<file path="src/rtl/core/qlsf_pkg.sv">
// Shared types, constants and small lookup functions for the quadratic lane fit.
// Used by qlsf_ctrl, qlsf_dp and quadratic_least_squares_fit; depends on nothing.
package qlsf_pkg;

  localparam int XW     = 12;   // input coordinate width
  localparam int EW     = 53;   // matrix entry width (widest power sum)
  localparam int TW     = 106;  // product of two entries
  localparam int PW     = 164;  // triple products and determinants
  localparam int DAW    = 162;  // determinant magnitude
  localparam int NW     = 198;  // scaled and rounded numerator
  localparam int RW     = 166;  // division remainder
  localparam int QW     = 33;   // quotient bits kept
  localparam int CXW    = 44;   // CORDIC x and y
  localparam int ZW     = 33;   // CORDIC angle
  localparam int CORDIC_STEPS = 30;
  localparam int PUW    = 9;    // points_used width
  localparam int IN_DW  = 24;
  localparam int OUT_DW = 160;

  localparam logic [2:0] ST_OK   = 3'd0;
  localparam logic [2:0] ST_FEW  = 3'd1;
  localparam logic [2:0] ST_SING = 3'd2;
  localparam logic [2:0] ST_SAT  = 3'd3;
  localparam logic [2:0] ST_DROP = 3'd4;

  // matrix entry selectors; entry (r, c) of the base matrix is code r + c
  localparam logic [2:0] ENT_S4  = 3'd0;
  localparam logic [2:0] ENT_S3  = 3'd1;
  localparam logic [2:0] ENT_S2  = 3'd2;
  localparam logic [2:0] ENT_S1  = 3'd3;
  localparam logic [2:0] ENT_N   = 3'd4;
  localparam logic [2:0] ENT_XY2 = 3'd5;
  localparam logic [2:0] ENT_XY  = 3'd6;
  localparam logic [2:0] ENT_X   = 3'd7;

  localparam logic [1:0] COL_NONE = 2'd3;
  localparam logic [1:0] COL_LAST = 2'd2;
  localparam logic [2:0] TERM_LAST = 3'd5;

  typedef enum logic [3:0] {
    OP_NONE, OP_LOAD, OP_ACC_Y2, OP_ACC_Y3, OP_ACC_Y4, OP_ACC_XY, OP_ACC_XY2,
    OP_DET_CLR, OP_MUL_START, OP_MUL_TMP, OP_MUL_ACC, OP_DET_KEEP,
    OP_DIV_START, OP_DIV_END, OP_COR_START, OP_EMIT
  } dp_op_t;

  typedef enum logic [1:0] {EMIT_FEW, EMIT_SING, EMIT_FIT} emit_kind_t;

  typedef enum logic [3:0] {
    S_IDLE, S_Y2, S_Y3, S_Y4, S_XY, S_XY2, S_CHECK, S_MUL1, S_WAIT1, S_MUL2,
    S_WAIT2, S_DET_END, S_DIV, S_COR_START, S_COR_WAIT, S_EMIT
  } state_t;

  typedef struct packed {
    dp_op_t     op;
    logic [2:0] sel_a;
    logic [2:0] sel_b;
    logic       from_tmp;
    logic       sub;
    logic [1:0] col;
    emit_kind_t kind;
  } dp_cmd_t;

  typedef struct packed {
    logic keep;
    logic few;
    logic mul_busy;
    logic div_busy;
    logic cor_busy;
    logic det_zero;
    logic out_free;
  } dp_stat_t;

  // column permutations of the six determinant terms, {row2, row1, row0}
  function automatic logic [1:0] perm_col(input logic [2:0] term, input logic [1:0] row);
    logic [5:0] p;
    case (term)
      3'd0:    p = 6'b10_01_00;
      3'd1:    p = 6'b01_10_00;
      3'd2:    p = 6'b10_00_01;
      3'd3:    p = 6'b00_10_01;
      3'd4:    p = 6'b01_00_10;
      default: p = 6'b00_01_10;
    endcase
    return p[{row, 1'b0} +: 2];
  endfunction

  function automatic logic term_neg(input logic [2:0] term);
    return (term == 3'd1) || (term == 3'd2) || (term == 3'd5);
  endfunction

  function automatic logic [2:0] entry_code(input logic [1:0] col, input logic [1:0] row,
                                            input logic [1:0] c);
    if (c == col) begin
      return ENT_XY2 + {1'b0, row};
    end
    return {1'b0, row} + {1'b0, c};
  endfunction

  function automatic logic [5:0] div_shift(input logic [1:0] col);
    case (col)
      2'd0:    return 6'd32;
      2'd1:    return 6'd24;
      default: return 6'd14;
    endcase
  endfunction

  function automatic logic [30:0] atan_entry(input logic [4:0] i);
    case (i)
      5'd0:  return 31'd843314857;
      5'd1:  return 31'd497837829;
      5'd2:  return 31'd263043836;
      5'd3:  return 31'd133525158;
      5'd4:  return 31'd67021686;
      5'd5:  return 31'd33543515;
      5'd6:  return 31'd16775850;
      5'd7:  return 31'd8388437;
      5'd8:  return 31'd4194282;
      5'd9:  return 31'd2097149;
      5'd10: return 31'd1048575;
      5'd11: return 31'd524287;
      5'd12: return 31'd262143;
      5'd13: return 31'd131071;
      5'd14: return 31'd65535;
      5'd15: return 31'd32767;
      5'd16: return 31'd16383;
      5'd17: return 31'd8191;
      5'd18: return 31'd4095;
      5'd19: return 31'd2047;
      5'd20: return 31'd1023;
      5'd21: return 31'd511;
      5'd22: return 31'd255;
      5'd23: return 31'd127;
      5'd24: return 31'd63;
      5'd25: return 31'd31;
      5'd26: return 31'd15;
      5'd27: return 31'd8;
      5'd28: return 31'd4;
      5'd29: return 31'd2;
      default: return 31'd0;
    endcase
  endfunction

endpackage

</file>
<file path="src/rtl/core/qlsf_ctrl.sv">
// Sequencer for the lane fit: power sum updates, determinant terms, divisions, CORDIC.
// Depends on qlsf_pkg; drives qlsf_dp through dp_cmd_t and reads dp_stat_t.
module qlsf_ctrl
  import qlsf_pkg::*;
(
  input  logic     clk,
  input  logic     rst_n,
  input  logic     in_tvalid,
  input  logic     in_tlast,
  output logic     in_tready,
  input  dp_stat_t stat,
  output dp_cmd_t  cmd
);

  state_t     state_r, state_nxt;
  logic       last_r, last_nxt;
  logic [1:0] col_r, col_nxt;
  logic [2:0] term_r, term_nxt;
  emit_kind_t kind_r, kind_nxt;

  always_ff @(posedge clk) begin
    if (!rst_n) begin
      state_r <= S_IDLE;
      last_r  <= 1'b0;
      col_r   <= COL_NONE;
      term_r  <= '0;
      kind_r  <= EMIT_FEW;
    end else begin
      state_r <= state_nxt;
      last_r  <= last_nxt;
      col_r   <= col_nxt;
      term_r  <= term_nxt;
      kind_r  <= kind_nxt;
    end
  end

  always_comb begin
    state_nxt    = state_r;
    last_nxt     = last_r;
    col_nxt      = col_r;
    term_nxt     = term_r;
    kind_nxt     = kind_r;
    in_tready    = 1'b0;
    cmd          = '0;
    cmd.op       = OP_NONE;
    cmd.kind     = kind_r;
    cmd.col      = col_r;
    case (state_r)
      S_IDLE: begin
        in_tready = 1'b1;
        if (in_tvalid) begin
          cmd.op   = OP_LOAD;
          last_nxt = in_tlast;
          if (stat.keep) begin
            state_nxt = S_Y2;
          end else if (in_tlast) begin
            state_nxt = S_CHECK;
          end
        end
      end
      S_Y2: begin
        cmd.op    = OP_ACC_Y2;
        state_nxt = S_Y3;
      end
      S_Y3: begin
        cmd.op    = OP_ACC_Y3;
        state_nxt = S_Y4;
      end
      S_Y4: begin
        cmd.op    = OP_ACC_Y4;
        state_nxt = S_XY;
      end
      S_XY: begin
        cmd.op    = OP_ACC_XY;
        state_nxt = S_XY2;
      end
      S_XY2: begin
        cmd.op    = OP_ACC_XY2;
        state_nxt = last_r ? S_CHECK : S_IDLE;
      end
      S_CHECK: begin
        if (stat.few) begin
          kind_nxt  = EMIT_FEW;
          state_nxt = S_EMIT;
        end else begin
          cmd.op    = OP_DET_CLR;
          col_nxt   = COL_NONE;
          term_nxt  = '0;
          state_nxt = S_MUL1;
        end
      end
      S_MUL1: begin
        cmd.op    = OP_MUL_START;
        cmd.sel_a = entry_code(col_r, 2'd0, perm_col(term_r, 2'd0));
        cmd.sel_b = entry_code(col_r, 2'd1, perm_col(term_r, 2'd1));
        state_nxt = S_WAIT1;
      end
      S_WAIT1: begin
        if (!stat.mul_busy) begin
          cmd.op    = OP_MUL_TMP;
          state_nxt = S_MUL2;
        end
      end
      S_MUL2: begin
        cmd.op       = OP_MUL_START;
        cmd.from_tmp = 1'b1;
        cmd.sel_b    = entry_code(col_r, 2'd2, perm_col(term_r, 2'd2));
        state_nxt    = S_WAIT2;
      end
      S_WAIT2: begin
        if (!stat.mul_busy) begin
          cmd.op  = OP_MUL_ACC;
          cmd.sub = term_neg(term_r);
          if (term_r == TERM_LAST) begin
            state_nxt = S_DET_END;
          end else begin
            term_nxt  = term_r + 3'd1;
            state_nxt = S_MUL1;
          end
        end
      end
      S_DET_END: begin
        if (col_r == COL_NONE) begin
          if (stat.det_zero) begin
            kind_nxt  = EMIT_SING;
            state_nxt = S_EMIT;
          end else begin
            cmd.op    = OP_DET_KEEP;
            col_nxt   = 2'd0;
            term_nxt  = '0;
            state_nxt = S_MUL1;
          end
        end else begin
          cmd.op    = OP_DIV_START;
          state_nxt = S_DIV;
        end
      end
      S_DIV: begin
        if (!stat.div_busy) begin
          cmd.op = OP_DIV_END;
          if (col_r == COL_LAST) begin
            state_nxt = S_COR_START;
          end else begin
            col_nxt   = col_r + 2'd1;
            term_nxt  = '0;
            state_nxt = S_MUL1;
          end
        end
      end
      S_COR_START: begin
        cmd.op    = OP_COR_START;
        state_nxt = S_COR_WAIT;
      end
      S_COR_WAIT: begin
        if (!stat.cor_busy) begin
          kind_nxt  = EMIT_FIT;
          state_nxt = S_EMIT;
        end
      end
      S_EMIT: begin
        if (stat.out_free) begin
          cmd.op    = OP_EMIT;
          state_nxt = S_IDLE;
        end
      end
      default: begin
        state_nxt = S_IDLE;
      end
    endcase
  end

endmodule

</file>
<file path="config.mk">
export PLATFORM = sky130hd
export DESIGN_NAME = qlsf_ctrl
export DESIGN_NICKNAME = d
export VERILOG_FILES = /design/src/rtl/core/qlsf_pkg.sv /design/src/rtl/core/qlsf_ctrl.sv
export SDC_FILE = /design/constraint.sdc
export NUM_CORES = 1
export LEC_CHECK = 0
export ABC_AREA = 0
export CORE_AREA = 4 4 67 69
export CTS_BUF_LIST = sky130_fd_sc_hd__clkbuf_4
export DETAILED_ROUTE_END_ITERATION = 6
export DIE_AREA = 0 0 71 73
export DONT_BUFFER_PORTS = 1
export GPL_TIMING_DRIVEN = 0
export HOLD_SLACK_MARGIN = 0.15
export PLACE_DENSITY_LB_ADDON = 0.05
export SYNTH_ARGS = -nofsm -noshare
export SYNTH_HDL_FRONTEND = slang
export SYNTH_SLANG_ARGS = --single-unit
</file>
<file path="constraint.sdc">
create_clock -name clk -period 6 [get_ports clk]
set_input_delay 0.6 -clock clk [delete_from_list [all_inputs] [get_ports clk]]
set_output_delay 0.6 -clock clk [all_outputs]
set_load 0.005 [all_outputs]
</file>
==> results of run 1 <==
stage by stage:
step | std cells | hold slack [ps] | util | power, mW | area (sq um)
floorplan | 220 | 450 | - | 0.335 | 1530
global placement | 270 | 472 | 0.408 | 0.400 | 1600
detailed placement | 270 | 489 | 0.408 | 0.402 | 1600
CTS | 273 | 471 | 0.413 | 0.453 | 1620
global route | 273 | 473 | 0.413 | 0.490 | 1620
finish | 273 | 475 | 0.413 | 0.456 | 1620
sequential cells by signal (all words and copies together), names as in the netlist:
name,flops
col_r,2
kind_r,2
last_r,1
state_r,4
term_r,3
power groups by stage:
stage / sequential (mW) / combinational (mW) / clock [mW]
5_1_grt: 0.109 / 0.326 / 0.0550
3_3_place_gp: 0.108 / 0.292 / 0
2_1_floorplan: 0.103 / 0.232 / 0
6_report: 0.108 / 0.298 / 0.0498
4_1_cts: 0.107 / 0.294 / 0.0521
3_5_place_dp: 0.109 / 0.293 / 0
worst paths after layout:
| path | end | slack [ps] | cells after the start |
|---|---|---|---|
| setup / recovery | cmd[7] | 2760 | 8 |
| hold / removal | last_r | 470 | 2 |
| setup reg to reg | term_r[0] | 3540 | 8 |
| hold reg to reg | last_r | 500 | 2 |
kinds of logic (layout without fill, tap and decap cells):
group,count (synthesis),after routing,share of synthesized area
and+or+nand+nor,90,90,0.307
AOI/OAI and AO/OA,71,71,0.322
buffers and inverters,28,31,0.0792
DFF,12,12,0.157
adders and majority gates,9,9,0.0735
xor gates and xnor gates,7,7,0.0400
muxes,3,3,0.0212
per-layer routing:
metal,GRT usage,vias to the layer above
li1,-,819
met1,0.265,802
met2,0.286,56
met3,0.0331,10
met4,0.0459,0
met5,0,-
placed cells by master, fill, tap and decap left out, types with 4 or more instances in the layout:
cell type and n:
nor2_1 17, dfxtp_1 12, nor2b_1 7, ha_1 9
nand3_1 7, nand2_1 28, a21oi_1 17, o31ai_1 4
o22ai_1 4, nor3_1 6, xnor2_1 7, nand2b_1 7
a211oi_1 4, o21ai_0 12, inv_1 11, buf_2 4
clkbuf_1 7
cell type report:
type / instances / area, sq um
Tap cell: 50 / 62.6
Sequential cell: 12 / 240
Buffer: 17 / 80.1
Inverter: 11 / 41.3
Fill cell: 448 / 2300
Multi-Input combinational cell: 180 / 1170
Clock buffer: 3 / 22.5
==> impl_metrics.py, run 1 <==
metrics = {
    "setup_path": {
        "crit_chain": "clkbuf_1, inv_1, ha_1, inv_1, o311ai_0, ha_1, a22oi_1, o21ai_0",
        "crit_slowest_cell": "o311ai_0",
        "critPathKind": "reg2out",
        "critPathTopFamily": "compound AO/OA/AOI/OAI gates",
        "end_kind": "output pin",
        "r2r-start": "col_r[0]",
        "crit_buf_inv": 3,
        "cp_max_fo": 10,
        "cp-start-kind": "flop",
        "worstPathArrival_ps": 2640,
        "slowest_delay_ps": 670,
        "worstPathRequired_ps": 5400,
        "startpoint": "term_r[2]",
    },
    "power_and_ir_drop": {
        "p_seq_frac": 0.237,
        "p_leak_nw": 0.556,
        "p_int_uw": 226,
        "cellPowerDensity_nw_per_um2": 282,
        "pwr-share-clk": 0.109,
        "combinationalPowerShare": 0.654,
        "p_sw_frac": 0.504,
        "power_switching_uw": 230,
        "ir_drop_uv": 168,
    },
    "clocking": {
        "cts_tree": "built",
        "cts_resized": 0,
        "post_cts.repair.setup_buffers": 0,
        "cts_inserted_buffers": 3,
        "clock-sinks": 12,
        "insertion_delay_ps": 270,
        "cts_buffer_depth": 2,
        "clk_pin_slew_ps": 80,
        "root_buffer": "clkbuf_4",
        "ctsHoldBuffers": 0,
        "htree_levels": 1,
    },
    "sta": {
        "rsz0062_at_grt": "false",
        "final.setup.tns_ps": 0,
        "period_share": 0.540,
        "fmax_ghz": 0.309,
        "finClkSkew_ps": 3.80,
        "hold_viol": 0,
        "fin_crit_ps": 3240,
        "slew_headroom": 0.477,
        "tightest_slew_ps": 775,
        "setup_violations": 0,
        "setup_ws_ps": 2760,
        "drv_slew": 0,
    },
    "routing": {
        "met1_length_um": 2260,
        "first_pass_iters": 6,
        "antenna_left": 0,
        "detail_route.wl_per_cell_um": 17.5,
        "dr_wl_met2_um": 2070,
        "viasPerCell": 6.18,
        "vias": 1687,
        "top_layer": "met4",
        "drc": 0,
        "met3WireLength_um": 356,
        "wl_um": 4770,
        "drtIter0Drc": 142,
    },
    "die": {
        "die_w_um": 71,
        "ios": 28,
        "die_h_um": 73,
        "num_rows": 23,
        "start_util": 0.392,
        "dieArea_sq_um": 5180,
        "core_area_sq_um": 3910,
    },
    "global_route": {
        "antenna_found_initial": 0,
        "track_usage": 0.185,
        "grt_max_degree": 11,
        "overflow": 0,
        "grt_pass1_wl_um": 7860,
        "grt_pass1_vias": 1561,
    },
    "yosys": {
        "synthFlopType": "dfxtp_1",
        "synth_top_area_frac": 0.157,
        "ys_warn_count": 0,
        "syn_area_sq_um": 1530,
        "syn_inst": 220,
        "yosysTopAreaCell": "dfxtp_1",
        "yosys.cell_types.count": 55,
        "syn_nets": 240,
        "ys_ff_latch": 12,
        "synth_seq_area_share": 0.157,
        "synthArstFlopShare": 0,
        "synth.top_cells.by_count": "28 x nand2_1, 17 x a21oi_1, 17 x nor2_1, 12 x dfxtp_1, 12 x o21ai_0",
        "synth_edf_count": 0,
        "avgSynthCellArea_sq_um": 6.97,
        "synth_most_common_cell": "nand2_1",
        "synth.area.top_cells": "dfxtp_1 16%, ha_1 7.3%, nand2_1 6.9%",
    },
    "min_path": {
        "hold_class": "in2reg",
        "worstHoldStart": "in_tlast",
    },
    "layout": {
        "synthToLayoutAreaGrowth_pct": 5.55,
        "antenna_cells": 0,
        "finalNetCount": 245,
        "drive_above_1_share": 0.0717,
    },
    "run_status": {
        "status": "complete, no violations",
    },
    "placed_design": {
        "pre_cts_slack_ps": 3100,
        "post-dp-hpwl_um": 3760,
        "port-buffer-count": 0,
        "gp_congestion": 0.963,
    },
    "flow_run": {
        "maxCapViolCount": 0,
    },
}
(Power assumes the default switching activity.)
==> run 2: changes to the inputs <==
Settings changed: ABC_AREA 0 to 1, CORE_AREA 4 4 67 69 to 4 4 66 68, DIE_AREA 0 0 71 73 to 0 0 70 72.
Clock period 6 ns to 2.7 ns, I/O delays scaled along.
==> run 2 against run 1 <==
Net effect: final cell count up 16%; sequential power up 130%; worst hold slack worse by 310 ps; area after synthesis down 5.6%; setup slack worse by 2500 ps; wire length down 15%; combinational power up 51%; power up 76%; synthesized cell count up 19%; clock-buffer cell count unchanged; largest power group unchanged.
==> impl_metrics.py, run 2 <==
metrics = {
    "min_path": {
        "hold_class": "in2reg",
    },
    "sta": {
        "rsz0062_at_grt": "false",
        "fin_crit_ps": 2410,
        "period_share": 0.892,
        "slew_headroom": 0.743,
        "fmax_ghz": 0.415,
        "finClkSkew_ps": 2.62,
        "drv_slew": 0,
        "hold_viol": 0,
        "tightest_slew_ps": 381,
        "final.setup.tns_ps": 0,
        "setup_ws_ps": 293,
        "setup_violations": 0,
    },
    "routing": {
        "drc": 0,
        "antenna_left": 0,
        "first_pass_iters": 4,
        "viasPerCell": 4.89,
        "drtIter0Drc": 132,
        "vias": 1545,
        "detail_route.wl_per_cell_um": 12.8,
        "wl_um": 4040,
    },
    "power_and_ir_drop": {
        "power_switching_uw": 402,
        "cellPowerDensity_nw_per_um2": 521,
        "pwr-share-clk": 0.138,
        "p_leak_nw": 0.835,
        "ir_drop_uv": 244,
        "p_total_uw": 804,
        "combinationalPowerShare": 0.558,
        "p_sw_frac": 0.500,
        "p_int_uw": 402,
        "p_seq_frac": 0.304,
    },
    "yosys": {
        "synth_top_area_frac": 0.236,
        "syn_nets": 282,
        "yosysTopAreaCell": "nand2_1",
        "ys_warn_count": 0,
        "syn_area_sq_um": 1450,
        "synth.top_cells.by_count": "91 x nand2_1, 33 x inv_1, 31 x nor2_1, 22 x nand3_1, 14 x a21oi_1",
        "synth_edf_count": 0,
        "ys_ff_latch": 12,
        "avgSynthCellArea_sq_um": 5.52,
        "synthArstFlopShare": 0,
        "synth_most_common_cell": "nand2_1",
        "syn_inst": 262,
        "synthFlopType": "dfxtp_1",
        "yosys.cell_types.count": 30,
        "synth_seq_area_share": 0.166,
        "synth.area.top_cells": "nand2_1 24%, dfxtp_1 17%, inv_1 8.6%",
    },
    "clocking": {
        "post_cts.repair.setup_buffers": 0,
        "root_buffer": "clkbuf_4",
        "htree_levels": 1,
        "clk_pin_slew_ps": 80,
        "cts_inserted_buffers": 3,
        "cts_buffer_depth": 2,
        "cts_tree": "built",
        "insertion_delay_ps": 270,
        "clock-sinks": 12,
    },
    "die": {
        "die_w_um": 70,
        "dieArea_sq_um": 5040,
        "num_rows": 23,
        "core_area_sq_um": 3860,
        "ios": 28,
        "start_util": 0.375,
        "die_h_um": 72,
    },
    "flow_run": {
        "maxCapViolCount": 0,
    },
    "layout": {
        "multiInputGateArea_sq_um": 1050,
        "reg_top3": "state_r (4), term_r (3)",
        "fin_util": 0.400,
        "antenna_cells": 0,
        "drive_above_1_share": 0.102,
        "final_cell_mix": "91 x nand2_1, 33 x inv_1, 31 x nor2_1",
        "fill_cells": 454,
        "largest_reg_flops": 4,
        "ff_latch_area_sq_um": 241,
        "regMostFlops": "state_r",
        "finalNetCount": 288,
        "design_area_sq_um": 1540,
        "synthToLayoutAreaGrowth_pct": 6.66,
        "final_common_cell": "nand2_1",
    },
    "global_route": {
        "overflow": 0,
        "track_usage": 0.162,
        "grt_pass1_wl_um": 6710,
        "grt_max_degree": 11,
        "antenna_found_initial": 0,
        "grt_pass1_vias": 1456,
    },
    "placed_design": {
        "placedInstanceArea_sq_um": 1510,
        "gp_congestion": 0.856,
        "post-dp-hpwl_um": 3350,
        "pre_cts_slack_ps": 592,
        "port-buffer-count": 0,
    },
    "setup_path": {
        "worstPathRequired_ps": 2430,
        "cp-start-kind": "flop",
        "end_kind": "output pin",
        "worstPathArrival_ps": 2140,
        "critPathKind": "reg2out",
        "cp_max_fo": 4,
    },
    "run_status": {
        "status": "complete, no violations",
    },
}
==> run 2: cell types whose count changed in the layout (fill, tap and decap cells not counted), moves of 14 or more <==
cell     delta
inv_1      +22
nor2_1     +14
nand3_1    +15
nand2_1    +63
==> run 2: layer usage <==
metal  track usage  part of all wire  vias to the layer above
met3        0.0305             0.079                        2
met4        0.0319            0.0032                        0
li1              -                 -                      838
met2         0.250              0.42                       35
met1         0.236              0.50                      670
met5             0                 0                        -
==> run 2: final cells by class <==
type / instances / area share
inverter: 37 / 0.0900
sequential: 12 / 0.157
buffer: 2 / 0.00811
tap: 50 / 0.0406
multi-input combinational: 211 / 0.684
clock buffer: 3 / 0.0146
timing repair buffer: 1 / 0.00649
==> run 2: per-stage QoR <==
stage / hold WS, ps / cells
final: 164 / 316
after global routing: 163 / 316
after CTS: 153 / 316
after detailed placement: 359 / 312
after global placement: 361 / 312
after floorplan: 355 / 262
==> run 2: kinds of logic (layout without fill, tap and decap cells) <==
family	Yosys count	after routing	synth area share
xor+xnor	1	1	0.00606
fa+ha+maj	9	9	0.0779
simple gates	171	171	0.533
compound gates	30	30	0.112
buf+inv	39	43	0.105
flops	12	12	0.166
==> run 2: timing repair <==
action	CTS	global route
endpoints found under the hold margin	2	0
resized for setup	0	1
endpoints found under the setup margin	0	1
hold buffers	1	0
==> run 2: worst paths after layout <==
| kind | from | slack [ps] | endpoint | cells past startpoint |
|---|---|---|---|---|
| hold / removal | in_tvalid | 160 | last_r | 2 |
| setup reg to reg | col_r[1] | 970 | kind_r[1] | 8 |
| hold reg to reg | last_r | 460 | last_r | 2 |
| setup / recovery | term_r[1] | 290 | cmd[7] | 11 |
==> run 2: power groups by stage <==
stage               Clock [mW]  Combinational [mW]  Sequential, mW
floorplan                    0               0.362           0.236
global placement             0               0.449           0.248
detailed placement           0               0.444           0.247
CTS                      0.119               0.448           0.243
global route             0.128               0.510           0.249
finish                   0.111               0.449           0.244
==> run 2: critical path, stage by stage (launching register included) <==
cell and delay, ps:
dfxtp_1 390, inv_1 100, ha_1 220, o21ai_0 310, nand3_1 200, nand2_1 120, inv_1 50, ha_1 260
inv_1 30, nand2_1 50, nand2_1 40, nand2_1 80
